## config.mk

```make
export PLATFORM = sky130hd
export DESIGN_NAME = lupf_div
export DESIGN_NICKNAME = d
export VERILOG_FILES = /design/src/lupf_pkg.sv /design/src/lupf_div.sv
export SDC_FILE = /design/constraint.sdc
export NUM_CORES = 1
export LEC_CHECK = 0
export ABC_CLOCK_PERIOD_IN_PS = 5900
export BUFFER_PORTS_ARGS = -buffer_cell sky130_fd_sc_hd__clkbuf_2
export CELL_PAD_IN_SITES_DETAIL_PLACEMENT = 1
export CELL_PAD_IN_SITES_GLOBAL_PLACEMENT = 2
export CORE_ASPECT_RATIO = 2
export CORE_MARGIN = 4
export CORE_UTILIZATION = 35
export CTS_CLUSTER_SIZE = 12
export DETAILED_ROUTE_END_ITERATION = 8
export PLACE_DENSITY_LB_ADDON = 0.1
export SYNTH_ARGS = -nofsm -noshare
export SYNTH_HDL_FRONTEND = slang
export SYNTH_SLANG_ARGS = --single-unit
```

## constraint.sdc

```tcl
create_clock -name clk -period 5.9 [get_ports clk]
set_input_delay 0 -clock clk [delete_from_list [all_inputs] [get_ports clk]]
set_output_delay 0 -clock clk [all_outputs]
set_load 0.1 [all_outputs]
```

## src/lupf_pkg.sv

```systemverilog
// Shared types and constants for the LU partial-pivot factor block.
// No dependencies.
package lupf_pkg;
    localparam int MaxOrderDefault  = 8;
    localparam int DataWidthDefault = 32;
    localparam int FracBits         = 16;
    localparam int CfgWidth         = 4;
    localparam int LuWidth          = 32;
    localparam int IdxWidth         = 3;

    typedef enum logic [3:0] {
        ST_LOAD,
        ST_SRCH_RD,
        ST_SRCH,
        ST_SWAP_RD,
        ST_SWAP_WR,
        ST_PIV_RD,
        ST_DIV,
        ST_UPD_RD,
        ST_UPD_MUL,
        ST_UPD_WR,
        ST_OUT_RD,
        ST_OUT
    } lupf_state_t;

    typedef struct packed {
        logic start;
        logic neg;
    } lupf_div_ctl_t;
endpackage

```

## src/lupf_div.sv

```systemverilog
// Restoring divider, one quotient bit per cycle, saturating Q-format result.
// Depends on lupf_pkg.
module lupf_div #(
    parameter int DW = 32
) (
    input  logic                  clk,
    input  logic                  rst_n,
    input  lupf_pkg::lupf_div_ctl_t ctl,
    input  logic [DW-1:0]         num_mag,
    input  logic [DW-1:0]         den_mag,
    output logic                  done,
    output logic signed [DW-1:0]  quot
);
    import lupf_pkg::*;

    localparam int NW = DW + FracBits;
    localparam int CW = $clog2(NW + 1);

    logic [NW-1:0] q_reg, q_next;
    logic [DW:0]   r_reg, r_next;
    logic [DW-1:0] d_reg, d_next;
    logic [CW-1:0] cnt_reg, cnt_next;
    logic          neg_reg, neg_next;
    logic          busy_reg, busy_next;
    logic [DW+1:0] trial;
    logic [NW-1:0] lim;

    always_comb
    begin
        q_next    = q_reg;
        r_next    = r_reg;
        d_next    = d_reg;
        cnt_next  = cnt_reg;
        neg_next  = neg_reg;
        busy_next = busy_reg;
        done      = 1'b0;
        trial     = '0;
        if (ctl.start)
        begin
            q_next    = {num_mag, {FracBits{1'b0}}};
            r_next    = '0;
            d_next    = den_mag;
            cnt_next  = CW'(NW);
            neg_next  = ctl.neg;
            busy_next = 1'b1;
        end
        else if (busy_reg)
        begin
            if (cnt_reg == '0)
            begin
                busy_next = 1'b0;
                done      = 1'b1;
            end
            else
            begin
                trial = {r_reg, q_reg[NW-1]} - {2'b00, d_reg};
                if (!trial[DW+1])
                begin
                    r_next = trial[DW:0];
                    q_next = {q_reg[NW-2:0], 1'b1};
                end
                else
                begin
                    r_next = {r_reg[DW-1:0], q_reg[NW-1]};
                    q_next = {q_reg[NW-2:0], 1'b0};
                end
                cnt_next = cnt_reg - 1'b1;
            end
        end
    end

    always_comb
    begin
        lim = NW'(1) << (DW - 1);
        if (d_reg == '0 || q_reg == '0)
        begin
            quot = '0;
        end
        else if (neg_reg)
        begin
            quot = (q_reg >= lim) ? {1'b1, {(DW-1){1'b0}}} : DW'(-q_reg);
        end
        else
        begin
            quot = (q_reg >= lim) ? {1'b0, {(DW-1){1'b1}}} : DW'(q_reg);
        end
    end

    always_ff @(posedge clk or negedge rst_n)
    begin
        if (!rst_n)
        begin
            busy_reg <= 1'b0;
            cnt_reg  <= '0;
        end
        else
        begin
            busy_reg <= busy_next;
            cnt_reg  <= cnt_next;
        end
    end

    always_ff @(posedge clk)
    begin
        q_reg   <= q_next;
        r_reg   <= r_next;
        d_reg   <= d_next;
        neg_reg <= neg_next;
    end
endmodule

```

Yosys cells after proc, flatten, opt, wreduce, memory -nomap -nowiden
Cells that the tools add are included.
Cells by class
  reduce and logical (&&, ||, !) cells: 7
  bitwise logic cells: 1
  $add $sub $neg: 3
  eq/ne operators: 1
  order comparisons: 1
  multiplexer cells: 18
Operators with widths (count)
  2-to-1 mux 48 bit: 3
  2-to-1 mux 32 bit: 4
  >= comparator 48 x 32 -> 1 bit, second input constant: 1
  logical NOT 48 bit: 1
  subtractor 34 x 32 -> 34 bit: 1
  2-to-1 mux 33 bit: 1
  logical NOT 32 bit: 1
  negation 32 bit: 1
  2-to-1 mux 6 bit: 3
  2-to-1 mux 1 bit: 7
  logical NOT 6 bit: 1
  subtractor 6 x 1 -> 6 bit, second input constant: 1
  AND reduction 2 bit: 2
  != test 2 bit, second input constant: 1
  nonzero test 2 bit: 1
  logical OR 1 bit: 1
  inverter 1 bit: 1
Storage, ports and cells
  register bits: 121
  input port bits: 68
  word-level logic and storage cells: 38
  output and inout port bits: 33

Logic depth before layout (Yosys ltp)
Gate-level depths: netlist (run 1).
  depth in word-level cells: 5
  mapped depth: 12
  mapped depth without buffers: 11

Worst setup path before layout (run 1)
OpenSTA, ideal clock, no wires.
  path type: flip-flop to output port
  start point: reg q_reg[1]
  end point: out quot[12]
  arrival: 3.982 ns
  data required time: 5.900 ns
  path buffers: 0
  slack: 1.918 ns
  cell stages (with the launch flop): 11
  cell sequence: dfxtp_1 inv_1 ha_1 or3b_2 nor3_1 nand2_1 nor3_1 nor2_1 xor2_1 nor2_1 a211oi_1
Between the ends
  cells in the longest elaborated chain, start to end: 4
  elaborated cells between the ends (all ways): 8
  classes of those cells: 1 x add/sub; 1 x order compare; 4 x mux; 2 x reduce/logical
RTL lines
  start, declared: line lupf_div.sv:19  | logic [NW-1:0] q_reg, q_next;
  start signal, assigned: line lupf_div.sv:105  | q_reg <= q_next;
  >= comparator 48 x 32 -> 1 bit or negation 32 bit (tied branches): line lupf_div.sv:81, lupf_div.sv:85
  2-to-1 mux 32 bit, on equally long branches: line lupf_div.sv:85, lupf_div.sv:81
  2-to-1 mux 32 bit: line lupf_div.sv:79  | else if (neg_reg)
  2-to-1 mux 32 bit (*): line lupf_div.sv:75  | if (d_reg == '0 || q_reg == '0)
  end, declared: line lupf_div.sv:12  | output logic signed [DW-1:0] quot
Every way passes the cells marked *; elsewhere a longest branch is shown, timed or not.

Final worst setup path (run 1)
  start point: reg d_reg[22]
  end point: reg r_reg[32]
Between the ends
  cells in the longest elaborated chain, start to end: 2
RTL lines
  start, declared: line lupf_div.sv:21  | logic [DW-1:0] d_reg, d_next;
  start signal, assigned: line lupf_div.sv:107  | d_reg <= d_next;
  subtractor 34 x 32 -> 34 bit: line lupf_div.sv:56  | trial = {r_reg, q_reg[NW-1]} - {2'b00, d_reg};
  2-to-1 mux 33 bit: line lupf_div.sv:57  | if (!trial[DW+1])
  end signal, assigned: line lupf_div.sv:106  | r_reg <= r_next;
  end, declared: line lupf_div.sv:20  | logic [DW:0] r_reg, r_next;
Every way passes these cells.
A chain may end at the register's enable or synchronous reset.

==> results of run 1 <==
==> cell usage in the layout (no fill, tap or decap), types with 10 or more instances in the layout <==
cell and n:
xor2_1 14, xnor2_1 21, ha_1 35, inv_1 50, dfxtp_1 49, dlygate4sd3_1 67, nor4_1 15, buf_4 10
clkbuf_16 17, a21oi_1 69, clkbuf_2 99, o21ai_0 78, edfxtp_1 65, nand4_1 15, a311oi_1 18, nand2_1 177
nor3_1 22, nor3b_1 11, nand3_1 14, a21o_1 17, or3_1 12, nor2_1 101, a211oi_1 34
==> per-stage QoR <==
step | setup WS (ns) | hold WS, ns
after floorplan | 1.92 | -0.296
after global placement | 1.97 | -0.149
after detailed placement | 1.94 | -0.146
after CTS | 1.92 | 0.0551
after global routing | 1.64 | 0.0752
final | 2.00 | 0.0656
==> kinds of logic (layout without fill, tap and decap cells) <==
logic type,Yosys count,after routing,synth area share [%]
AOI/OAI and AO/OA,270,270,21.6
xor gates and xnor gates,37,37,4.17
adders and majority gates,36,36,5.76
muxes,3,3,0.377
DFF,121,121,39.1
buffers and inverters,106,258,5.41
and+or+nand+nor,408,408,23.6
==> critical path, delay by kind of cell, from the launching register on <==
| family | cells | cell delay, ns |
|---|---|---|
| compound gates | 4 | 0.88 |
| xor+xnor | 1 | 0.82 |
| fa+ha+maj | 1 | 0.44 |
| buf+inv | 2 | 0.44 |
| flops | 1 | 0.36 |
| simple gates | 3 | 0.85 |
==> synthesized netlist by cell type, types with 17 or more instances <==
cell        n
ha_1       35
a211oi_1   34
clkbuf_1   43
nor3_1     22
o21ai_0    78
edfxtp_1   65
a21oi_1    69
xnor2_1    21
a311oi_1   18
inv_1      50
nand2_1   177
dfxtp_1    49
nor2_1    101
a21o_1     17
==> worst paths after layout <==
path,from,endpoint,slack [ns],depth (start not counted)
setup / recovery,d_reg[22],r_reg[32],2.00,11
setup reg to reg,d_reg[22],r_reg[32],2.00,11
hold / removal,ctl[1],d_reg[23],0.07,1
min in group asynchronous,rst_n,cnt_reg[1],0.56,3
hold reg to reg,r_reg[16],r_reg[16],0.50,2
max in group asynchronous,rst_n,busy_reg,5.08,3
==> per-layer routing <==
metal  vias up  routed length (µm)  global-route usage (%)
li1       3802                   -                       -
met1      3710                9910                    22.7
met2       171               15700                    42.8
met3        58                 795                    3.53
met4         0                1190                    11.2
met5         -                   0                       0
==> power groups by stage <==
stage	clock, W	combinational, W	sequential [W]
after floorplan	0	0.000407	0.00101
after global placement	0	0.000534	0.00103
after global routing	0.00119	0.000629	0.00102
final	0.00112	0.000573	0.00101
after detailed placement	0	0.000540	0.00103
after CTS	0.00115	0.000577	0.00101
==> cell type report <==
cell class / instances / share of cell area [%]
repair buffers: 176 / 12.5
well taps: 276 / 3.47
inverters: 50 / 1.89
clock inverters: 14 / 1.96
multi-input cells: 754 / 44.6
clock buffers: 18 / 4.32
flip-flops and latches: 121 / 31.2
==> impl_metrics.env, run 1 <==
export IMPL_endpoint_kind="register"
export IMPL_dr_total_vias=7741
export IMPL_yosysUniqueCellTypes=70
export IMPL_port_buffers=100
export IMPL_clockPowerShare_pct=41.5
export IMPL_drc=0
export IMPL_synth_edf_count=65
export IMPL_fin_skew_ns=0.0100
export IMPL_synth_area_um2=7960
export IMPL_final_cells=1409
export IMPL_gp_congestion=0.917
export IMPL_fmax_mhz=256
export IMPL_critPathMaxStageDelay_ns=0.82
export IMPL_power_density_nw_per_um2=272
export IMPL_wl_um=27600
export IMPL_p_comb_share_pct=21.2
export IMPL_syn_to_final_growth_pct=25.0
export IMPL_core_um2=22300
export IMPL_n_fill_cell=2661
export IMPL_insertion_delay_ns=0.43
export IMPL_synth_top_flop_cell="edfxtp_1"
export IMPL_cts_buffers=17
export IMPL_swShare_pct=31.6
export IMPL_multi_input_area_um2=4440
export IMPL_cts_tree="yes"
export IMPL_ys_warnings_count=0
export IMPL_required_ns=6.22
export IMPL_outcome="finished, final reports clean"
export IMPL_timing_max_cap_violations=0
export IMPL_cts_root_buf="clkbuf_16"
export IMPL_finalPower_w=0.00271
export IMPL_slew_headroom_pct=27.5
export IMPL_synth_top_cell_area_share_pct=24.5
export IMPL_path_class="register to register"
export IMPL_pin_count=101
export IMPL_min_path_type="input pin to register"
export IMPL_overflow=0
export IMPL_grt_use_total_pct=22.5
export IMPL_drive_gt1_share_pct=13.9
export IMPL_grt_pass1_vias=8342
export IMPL_dpl_cell_area_um2=8650
export IMPL_nNetsFinal=1224
export IMPL_p_int_w=0.00185
export IMPL_drv_slew=0
export IMPL_critPathMaxFanout=18
export IMPL_cp_arrival_ns=4.22
export IMPL_antenna_violating_nets_post_route=0
export IMPL_cts_buffer_depth=2
export IMPL_start_util_pct=35.8
export IMPL_place_inst=1310
export IMPL_synthArstFlopShare_pct=5.79
export IMPL_grt_pass1_wl_um=44200
export IMPL_seqCellArea_um2=3110
export IMPL_yosys_area_top_type="edfxtp_1"
export IMPL_post_route_util_pct=44.7
export IMPL_drt_pass1_iterations=6
export IMPL_ir_worst_vdd_uv=244
export IMPL_seq_power_share_pct=37.3
export IMPL_worst_slew_pin_slew_ns=1.08
export IMPL_clkSinkCount=121
export IMPL_rsz0062_at_grt="no"
export IMPL_hold_buffers=67
export IMPL_fin_crit_ns=3.90
export IMPL_startpoint_type="register"
export IMPL_post_cts_buffers=0
export IMPL_wl_per_cell_um=19.6
export IMPL_synthTopCellsByArea="edfxtp_1 25%, dfxtp_1 12%, nand2_1 8.4%"
export IMPL_crit_slowest_cell="xnor2_2"
export IMPL_largest_reg_flops=48
export IMPL_clk_pin_slew_worst_paths_ns=0.06
export IMPL_stdcell_area_um2=9950
export IMPL_syn_avg_cell_area_um2=8.11
export IMPL_ys_seq_elements=121
export IMPL_hold_viol_final=0
export IMPL_setup_tns_final_ns=0
export IMPL_die_area_um2=25400
export IMPL_antennaDiodeCount=0
export IMPL_drt_iter0_drc=354
export IMPL_p_leak_nw=4.26
export IMPL_grt_antenna_before_repair=0
export IMPL_num_rows=77
export IMPL_syn_inst=981
export IMPL_ys_seq_area_share_pct=39.1
export IMPL_die_w_um=115
export IMPL_dp_hpwl_um=20300
export IMPL_setup_viol=0
export IMPL_finalCritPeriodShare_pct=66.1
export IMPL_viasPerCell=5.49
export IMPL_cts_max_level=4
export IMPL_grt_max_degree=78
export IMPL_cp_cell_sequence="inv_1 -> ha_1 -> nand2_1 -> nor4_1 -> nand3_1 -> o211ai_1 -> o21ai_1 -> xnor2_2 -> buf_4 -> a21oi_1 -> a211o_1"
export IMPL_die_h_um=221
export IMPL_p_switching_w=0.000855
export IMPL_syn_nets=1085
export IMPL_cts_resized_gates=0
No activity file was read; power rests on OpenSTA's default activity.
==> inputs of run 2 (changes only) <==
--- a/config.mk
+++ b/config.mk
@@ -5,7 +5,7 @@
 export SDC_FILE = /design/constraint.sdc
 export NUM_CORES = 1
 export LEC_CHECK = 0
-export ABC_CLOCK_PERIOD_IN_PS = 5900
+export ABC_CLOCK_PERIOD_IN_PS = 3700
 export BUFFER_PORTS_ARGS = -buffer_cell sky130_fd_sc_hd__clkbuf_2
 export CELL_PAD_IN_SITES_DETAIL_PLACEMENT = 1
 export CELL_PAD_IN_SITES_GLOBAL_PLACEMENT = 2
==> constraint.sdc (replaced) <==
create_clock -name clk -period 3.7 [get_ports clk]
set_input_delay 0 -clock clk [delete_from_list [all_inputs] [get_ports clk]]
set_output_delay 0 -clock clk [all_outputs]
set_load 0.1 [all_outputs]
==> run 2 against run 1 <==
Compared with the run above:
- highest routed layer unchanged
- critical endpoint is now quot[23]
- combinational power up 68%
- critical path depth decreased by 3
- utilization rose by 1.6 points
- final cell count rose by 1.3%
- clock power rose by 50%
- die area is the same
- critical path type is now register to output pin
- flip-flop and latch count stayed put
- first-iteration DRC count shrank 34%
- cell area rose by 3.7%
==> impl_metrics.env, run 2 (same netlist as run 1, synthesis figures left out) <==
export IMPL_endpoint_kind="output pin"
export IMPL_grt_antenna_before_repair=0
export IMPL_rr_worst_depth=11
export IMPL_insertion_delay_ns=0.43
export IMPL_timing_critical_path_buf_inv=1
export IMPL_drt_iter0_drc=233
export IMPL_min_path_type="input pin to register"
export IMPL_worst_r2r_startpoint="q_reg[47]"
export IMPL_p_switching_w=0.00138
export IMPL_hold_viol_final=0
export IMPL_port_buffers=100
export IMPL_gp_congestion=0.869
export IMPL_path_class="register to output pin"
export IMPL_fin_skew_ns=0.0108
export IMPL_ff2ff_setup_slack_ns=0.53
export IMPL_clockPowerShare_pct=39.5
export IMPL_fmax_mhz=286
export IMPL_worst_hold_slack_ns=0.0181
export IMPL_critPathMaxStageDelay_ns=0.56
export IMPL_crit_family="simple AND/OR/NAND/NOR gates"
export IMPL_die_area_um2=25400
export IMPL_swShare_pct=32.5
export IMPL_final_common_cell="nand2_1"
export IMPL_critPathMaxFanout=13
export IMPL_antennaDiodeCount=0
export IMPL_die_w_um=115
export IMPL_post_route_util_pct=46.3
export IMPL_largest_reg_flops=48
export IMPL_seq_power_share_pct=37.9
export IMPL_cts_buffer_depth=2
export IMPL_wl_um=27200
export IMPL_clkSinkCount=121
export IMPL_core_um2=22300
export IMPL_outcome="finished, final reports clean"
export IMPL_grt_max_degree=119
export IMPL_worst_slew_pin_slew_ns=1.07
export IMPL_start_util_pct=35.8
export IMPL_fin_crit_ns=3.49
export IMPL_finalCritPeriodShare_pct=94.4
export IMPL_rsz0062_at_grt="no"
export IMPL_p_comb_share_pct=22.6
export IMPL_cts_tree="yes"
export IMPL_power_density_nw_per_um2=413
export IMPL_ir_worst_vdd_uv=366
export IMPL_post_cts_buffers=0
export IMPL_cts_max_level=4
export IMPL_drv_slew=0
export IMPL_r2r_end="r_reg[32]"
export IMPL_timing_max_cap_violations=0
export IMPL_drt_pass1_iterations=4
export IMPL_cp_arrival_ns=3.49
export IMPL_slew_headroom_pct=28.2
export IMPL_p_int_w=0.00288
export IMPL_clk_pin_slew_worst_paths_ns=0.06
export IMPL_grt_pass1_vias=8354
export IMPL_layout_common_cells="177 x nand2_1, 99 x nor2_1, 78 x o21ai_0, 69 x a21oi_1, 69 x clkbuf_2"
export IMPL_hold_path_depth=2
export IMPL_startpoint_type="register"
export IMPL_crit_end="quot[23]"
export IMPL_drive_gt1_share_pct=15.9
export IMPL_grt_pass1_wl_um=43600
export IMPL_viasPerCell=5.46
export IMPL_required_ns=3.70
export IMPL_cts_root_buf="clkbuf_16"
export IMPL_setup_tns_final_ns=0
export IMPL_cp_startpoint="q_reg[15]"
export IMPL_drc=0
export IMPL_crit_slowest_cell="or4_4"
export IMPL_die_h_um=221
export IMPL_num_rows=77
export IMPL_overflow=0
export IMPL_cts_buffers=17
export IMPL_p_leak_nw=4.42
export IMPL_wl_per_cell_um=19.1
export IMPL_critical_path_depth=8
export IMPL_dp_hpwl_um=20200
export IMPL_nNetsFinal=1243
export IMPL_antenna_violating_nets_post_route=0
export IMPL_dr_total_vias=7804
export IMPL_syn_to_final_growth_pct=29.6
export IMPL_grt_use_total_pct=21.8
export IMPL_setup_viol=0
export IMPL_pin_count=101
export IMPL_cp_cell_sequence="or4_4 -> or3_1 -> or4_1 -> or3_4 -> nor3_4 -> a21o_4 -> nor2_1 -> clkbuf_2"
run 2: cell count changes in the layout (fill, tap and decap cells not counted), sizes merged:
cell and change:
buf +48, clkbuf -30, inv +4, clkinv -3
bufinv -2, a21o +1, clkinvlp +1
run 2: how the worst min path moves through the flow:
| stage | slack (ns) | endpoint | from |
|---|---|---|---|
| global placement | -0.15 | cnt_reg[2] | rst_n |
| finish | 0.02 | cnt_reg[0] | ctl[1] |
| floorplan | -0.30 | busy_reg | rst_n |
| global route | 0.03 | cnt_reg[0] | ctl[1] |
| detailed placement | -0.16 | cnt_reg[4] | rst_n |
| CTS | 0.004 | cnt_reg[0] | ctl[1] |
run 2: per-layer routing:
| layer | GRT usage (%) | share of wire, % | vias to the layer above |
|---|---|---|---|
| li1 | - | - | 3845 |
| met1 | 21.7 | 36 | 3775 |
| met2 | 43.3 | 59 | 138 |
| met3 | 2.68 | 2.3 | 46 |
| met4 | 9.17 | 3.3 | 0 |
| met5 | 0 | 0 | - |
run 2: cell type report:
type | instances | area, µm²
repair buffers | 194 | 1590
fillers | 2688 | 11900
inverters | 50 | 188
multi-input cells | 755 | 4490
flip-flops and latches | 121 | 3110
clock buffers | 18 | 429
clock inverters | 14 | 161
well taps | 276 | 345
run 2: what timing repair did:
item                                    4_1_cts  5_1_grt
endpoints found under the setup margin       25       26
hold buffers                                 67        0
gates cloned                                  0        1
resized for setup                             1       24
endpoints found under the hold margin        72        0
run 2: stage by stage:
step	cell area (µm²)	instances	worst slack (ns)	power, W
global route	10300	1428	0.00609	0.00446
floorplan	7970	981	-0.282	0.00225
CTS	10300	1427	0.0303	0.00431
global placement	9000	1328	0.449	0.00254
finish	10300	1428	0.208	0.00426
detailed placement	9000	1328	0.383	0.00255
run 2: power by group through the flow:
stage          clock network [W]  registers [W]  logic (W)
2_1_floorplan                  0        0.00160   0.000651
3_3_place_gp                   0        0.00164   0.000898
3_5_place_dp                   0        0.00164   0.000906
4_1_cts                  0.00173        0.00161   0.000966
5_1_grt                  0.00178        0.00163    0.00105
6_report                 0.00168        0.00161   0.000963
==> inputs of run 3 (changes only) <==
--- a/config.mk
+++ b/config.mk
@@ -5,13 +5,13 @@
 export SDC_FILE = /design/constraint.sdc
 export NUM_CORES = 1
 export LEC_CHECK = 0
-export ABC_CLOCK_PERIOD_IN_PS = 3700
+export ABC_CLOCK_PERIOD_IN_PS = 3000
 export BUFFER_PORTS_ARGS = -buffer_cell sky130_fd_sc_hd__clkbuf_2
 export CELL_PAD_IN_SITES_DETAIL_PLACEMENT = 1
 export CELL_PAD_IN_SITES_GLOBAL_PLACEMENT = 2
 export CORE_ASPECT_RATIO = 2
 export CORE_MARGIN = 4
-export CORE_UTILIZATION = 35
+export CORE_UTILIZATION = 32
 export CTS_CLUSTER_SIZE = 12
 export DETAILED_ROUTE_END_ITERATION = 8
 export PLACE_DENSITY_LB_ADDON = 0.1
==> constraint.sdc (replaced) <==
create_clock -name clk -period 3 [get_ports clk]
set_input_delay 0 -clock clk [delete_from_list [all_inputs] [get_ports clk]]
set_output_delay 0 -clock clk [all_outputs]
set_load 0.1 [all_outputs]
==> run 3 against run 2 <==
Compared with the run above:
- the run now ends with setup timing left
- hold slack better by 0.074 ns
- clock power up 23%
- die area up 8.9%
- power up 29%
- clock skew up 0.0031 ns
- final cell count up 9.2%
- critical path depth up 1
- sequential share of layout area down 3.8 points
- critical endpoint is now quot[31]
==> impl_metrics.env, run 3 (same netlist as run 1, synthesis figures left out) <==
export IMPL_outcome="finished, violations left"
export IMPL_violations="setup timing"
export IMPL_required_ns=3.00
export IMPL_wl_um=29700
export IMPL_syn_to_final_growth_pct=48.2
export IMPL_endpoint_kind="output pin"
export IMPL_worst_hold_slack_ns=0.0919
export IMPL_layout_setup_ws_ns=-0.301
export IMPL_power_density_nw_per_um2=466
export IMPL_p_leak_nw=5.04
export IMPL_hp_start="ctl[1]"
export IMPL_place_ws_ns=-0.0562
export IMPL_grt_use_total_pct=21.7
export IMPL_final_common_cell="nand2_1"
export IMPL_cts_buffers=17
export IMPL_grt_max_degree=97
export IMPL_stdcell_area_um2=11800
export IMPL_cts_tree="yes"
export IMPL_die_w_um=120
export IMPL_ir_worst_vdd_uv=431
export IMPL_dr_total_vias=8241
export IMPL_drc=0
export IMPL_fin_skew_ns=0.0139
export IMPL_largest_reg_flops=48
export IMPL_clkSinkCount=121
export IMPL_hold_viol_final=0
export IMPL_cts_max_level=4
export IMPL_antenna_violating_nets_post_route=0
export IMPL_setup_viol=32
export IMPL_core_um2=24500
export IMPL_port_buffers=100
export IMPL_die_area_um2=27600
export IMPL_gp_congestion=0.883
export IMPL_overflow=0
export IMPL_fin_crit_ns=3.30
export IMPL_clk_pin_slew_worst_paths_ns=0.06
export IMPL_cts_buffer_depth=2
export IMPL_r2r_end="r_reg[8]"
export IMPL_slew_headroom_pct=31.2
export IMPL_wl_per_cell_um=19.1
export IMPL_dpl_cell_area_um2=9960
export IMPL_insertion_delay_ns=0.44
export IMPL_antennaDiodeCount=0
export IMPL_n_fill_cell=2885
export IMPL_drv_slew=0
export IMPL_min_path_type="input pin to register"
export IMPL_num_rows=81
export IMPL_grt_pass1_wl_um=46800
export IMPL_drt_iter0_drc=285
export IMPL_worst_slew_pin_slew_ns=1.02
export IMPL_holdPathEnd="q_reg[7]"
export IMPL_drt_pass1_iterations=4
export IMPL_layout_common_cells="174 x nand2_1, 88 x buf_4, 75 x nor2_1, 75 x o21ai_0"
export IMPL_critPathMaxFanout=6
export IMPL_dp_hpwl_um=21800
export IMPL_grt_pass1_vias=8916
export IMPL_drive_gt1_share_pct=26.7
export IMPL_start_util_pct=32.4
export IMPL_pin_count=101
export IMPL_hold_path_depth=2
export IMPL_grt_antenna_before_repair=0
export IMPL_worst_r2r_startpoint="d_reg[17]"
export IMPL_finalCritPeriodShare_pct=110
export IMPL_cp_arrival_ns=3.30
export IMPL_path_class="register to output pin"
export IMPL_timing_max_cap_violations=0
export IMPL_viasPerCell=5.29
export IMPL_startpoint_type="register"
export IMPL_nNetsFinal=1318
export IMPL_die_h_um=231
export IMPL_cts_root_buf="clkbuf_16"
export IMPL_rr_worst_depth=15
export IMPL_fmax_mhz=303
export IMPL_rsz0062_at_grt="yes"
export IMPL_ff2ff_setup_slack_ns=0.16
-- run 3: cell type report --
type	instances	area, µm²	area share [%]
multi-input combinational	754	4910	41.6
timing repair buffer	270	2590	21.9
inverter	50	191	1.62
clock inverter	12	138	1.17
clock buffer	20	447	3.79
sequential	121	3110	26.4
tap	332	415	3.52
-- run 3: power breakdown --
| part | total [W] | internal (W) | switching, W |
|---|---|---|---|
| Sequential | 0.00199 | 0.00188 | 0.000110 |
| Combinational | 0.00144 | 0.000590 | 0.000852 |
| Clock | 0.00206 | 0.00125 | 0.000808 |
| Total | 0.00549 | 0.00372 | 0.00177 |
-- run 3: repair_timing --
item,in CTS,in global routing
resized for setup,28,49
gates cloned,1,4
buffers inserted,3,11
endpoints found under the setup margin,59,65
pin swaps,6,32
hold endpoints to repair,72,0
hold buffers,67,0
-- run 3: stage by stage --
stage	setup TNS [ns]	instances	utilization, %	power (W)
after detailed placement	-0.675	1442	40.6	0.00331
after floorplan	-0.0490	981	-	0.00280
after CTS	-10.06	1544	46.4	0.00551
after global placement	-0.408	1442	40.6	0.00330
after global routing	-11.54	1559	48.1	0.00576
final	-8.57	1559	48.1	0.00549
-- run 3: routing by layer --
metal  global-route usage (%)  share of wire, %
met5                        0                 0
met2                     44.9                59
met3                     2.92               2.3
met1                     20.5                35
met4                     9.07               3.9
-- run 3: worst max path at each step --
stage                         start   endpoint  slack [ns]  depth (start not counted)
after global routing      q_reg[15]   quot[31]       -0.38                          9
final                     q_reg[15]   quot[31]       -0.30                          9
after floorplan           q_reg[36]   quot[12]       -0.05                          7
after detailed placement  d_reg[28]  r_reg[20]       -0.06                         13
after global placement    d_reg[28]   r_reg[0]       -0.04                         13
after CTS                 q_reg[15]    quot[1]       -0.35                          9
-- run 3: worst max-delay path: stages, from the launching register on --
cell and delay, ns:
dfxtp_2 0.31, or4_4 0.53, or3_4 0.34, or4_4 0.42, or3_4 0.45, nor3_4 0.14, a21o_4 0.22, buf_12 0.16
a211oi_4 0.05, buf_12 0.22
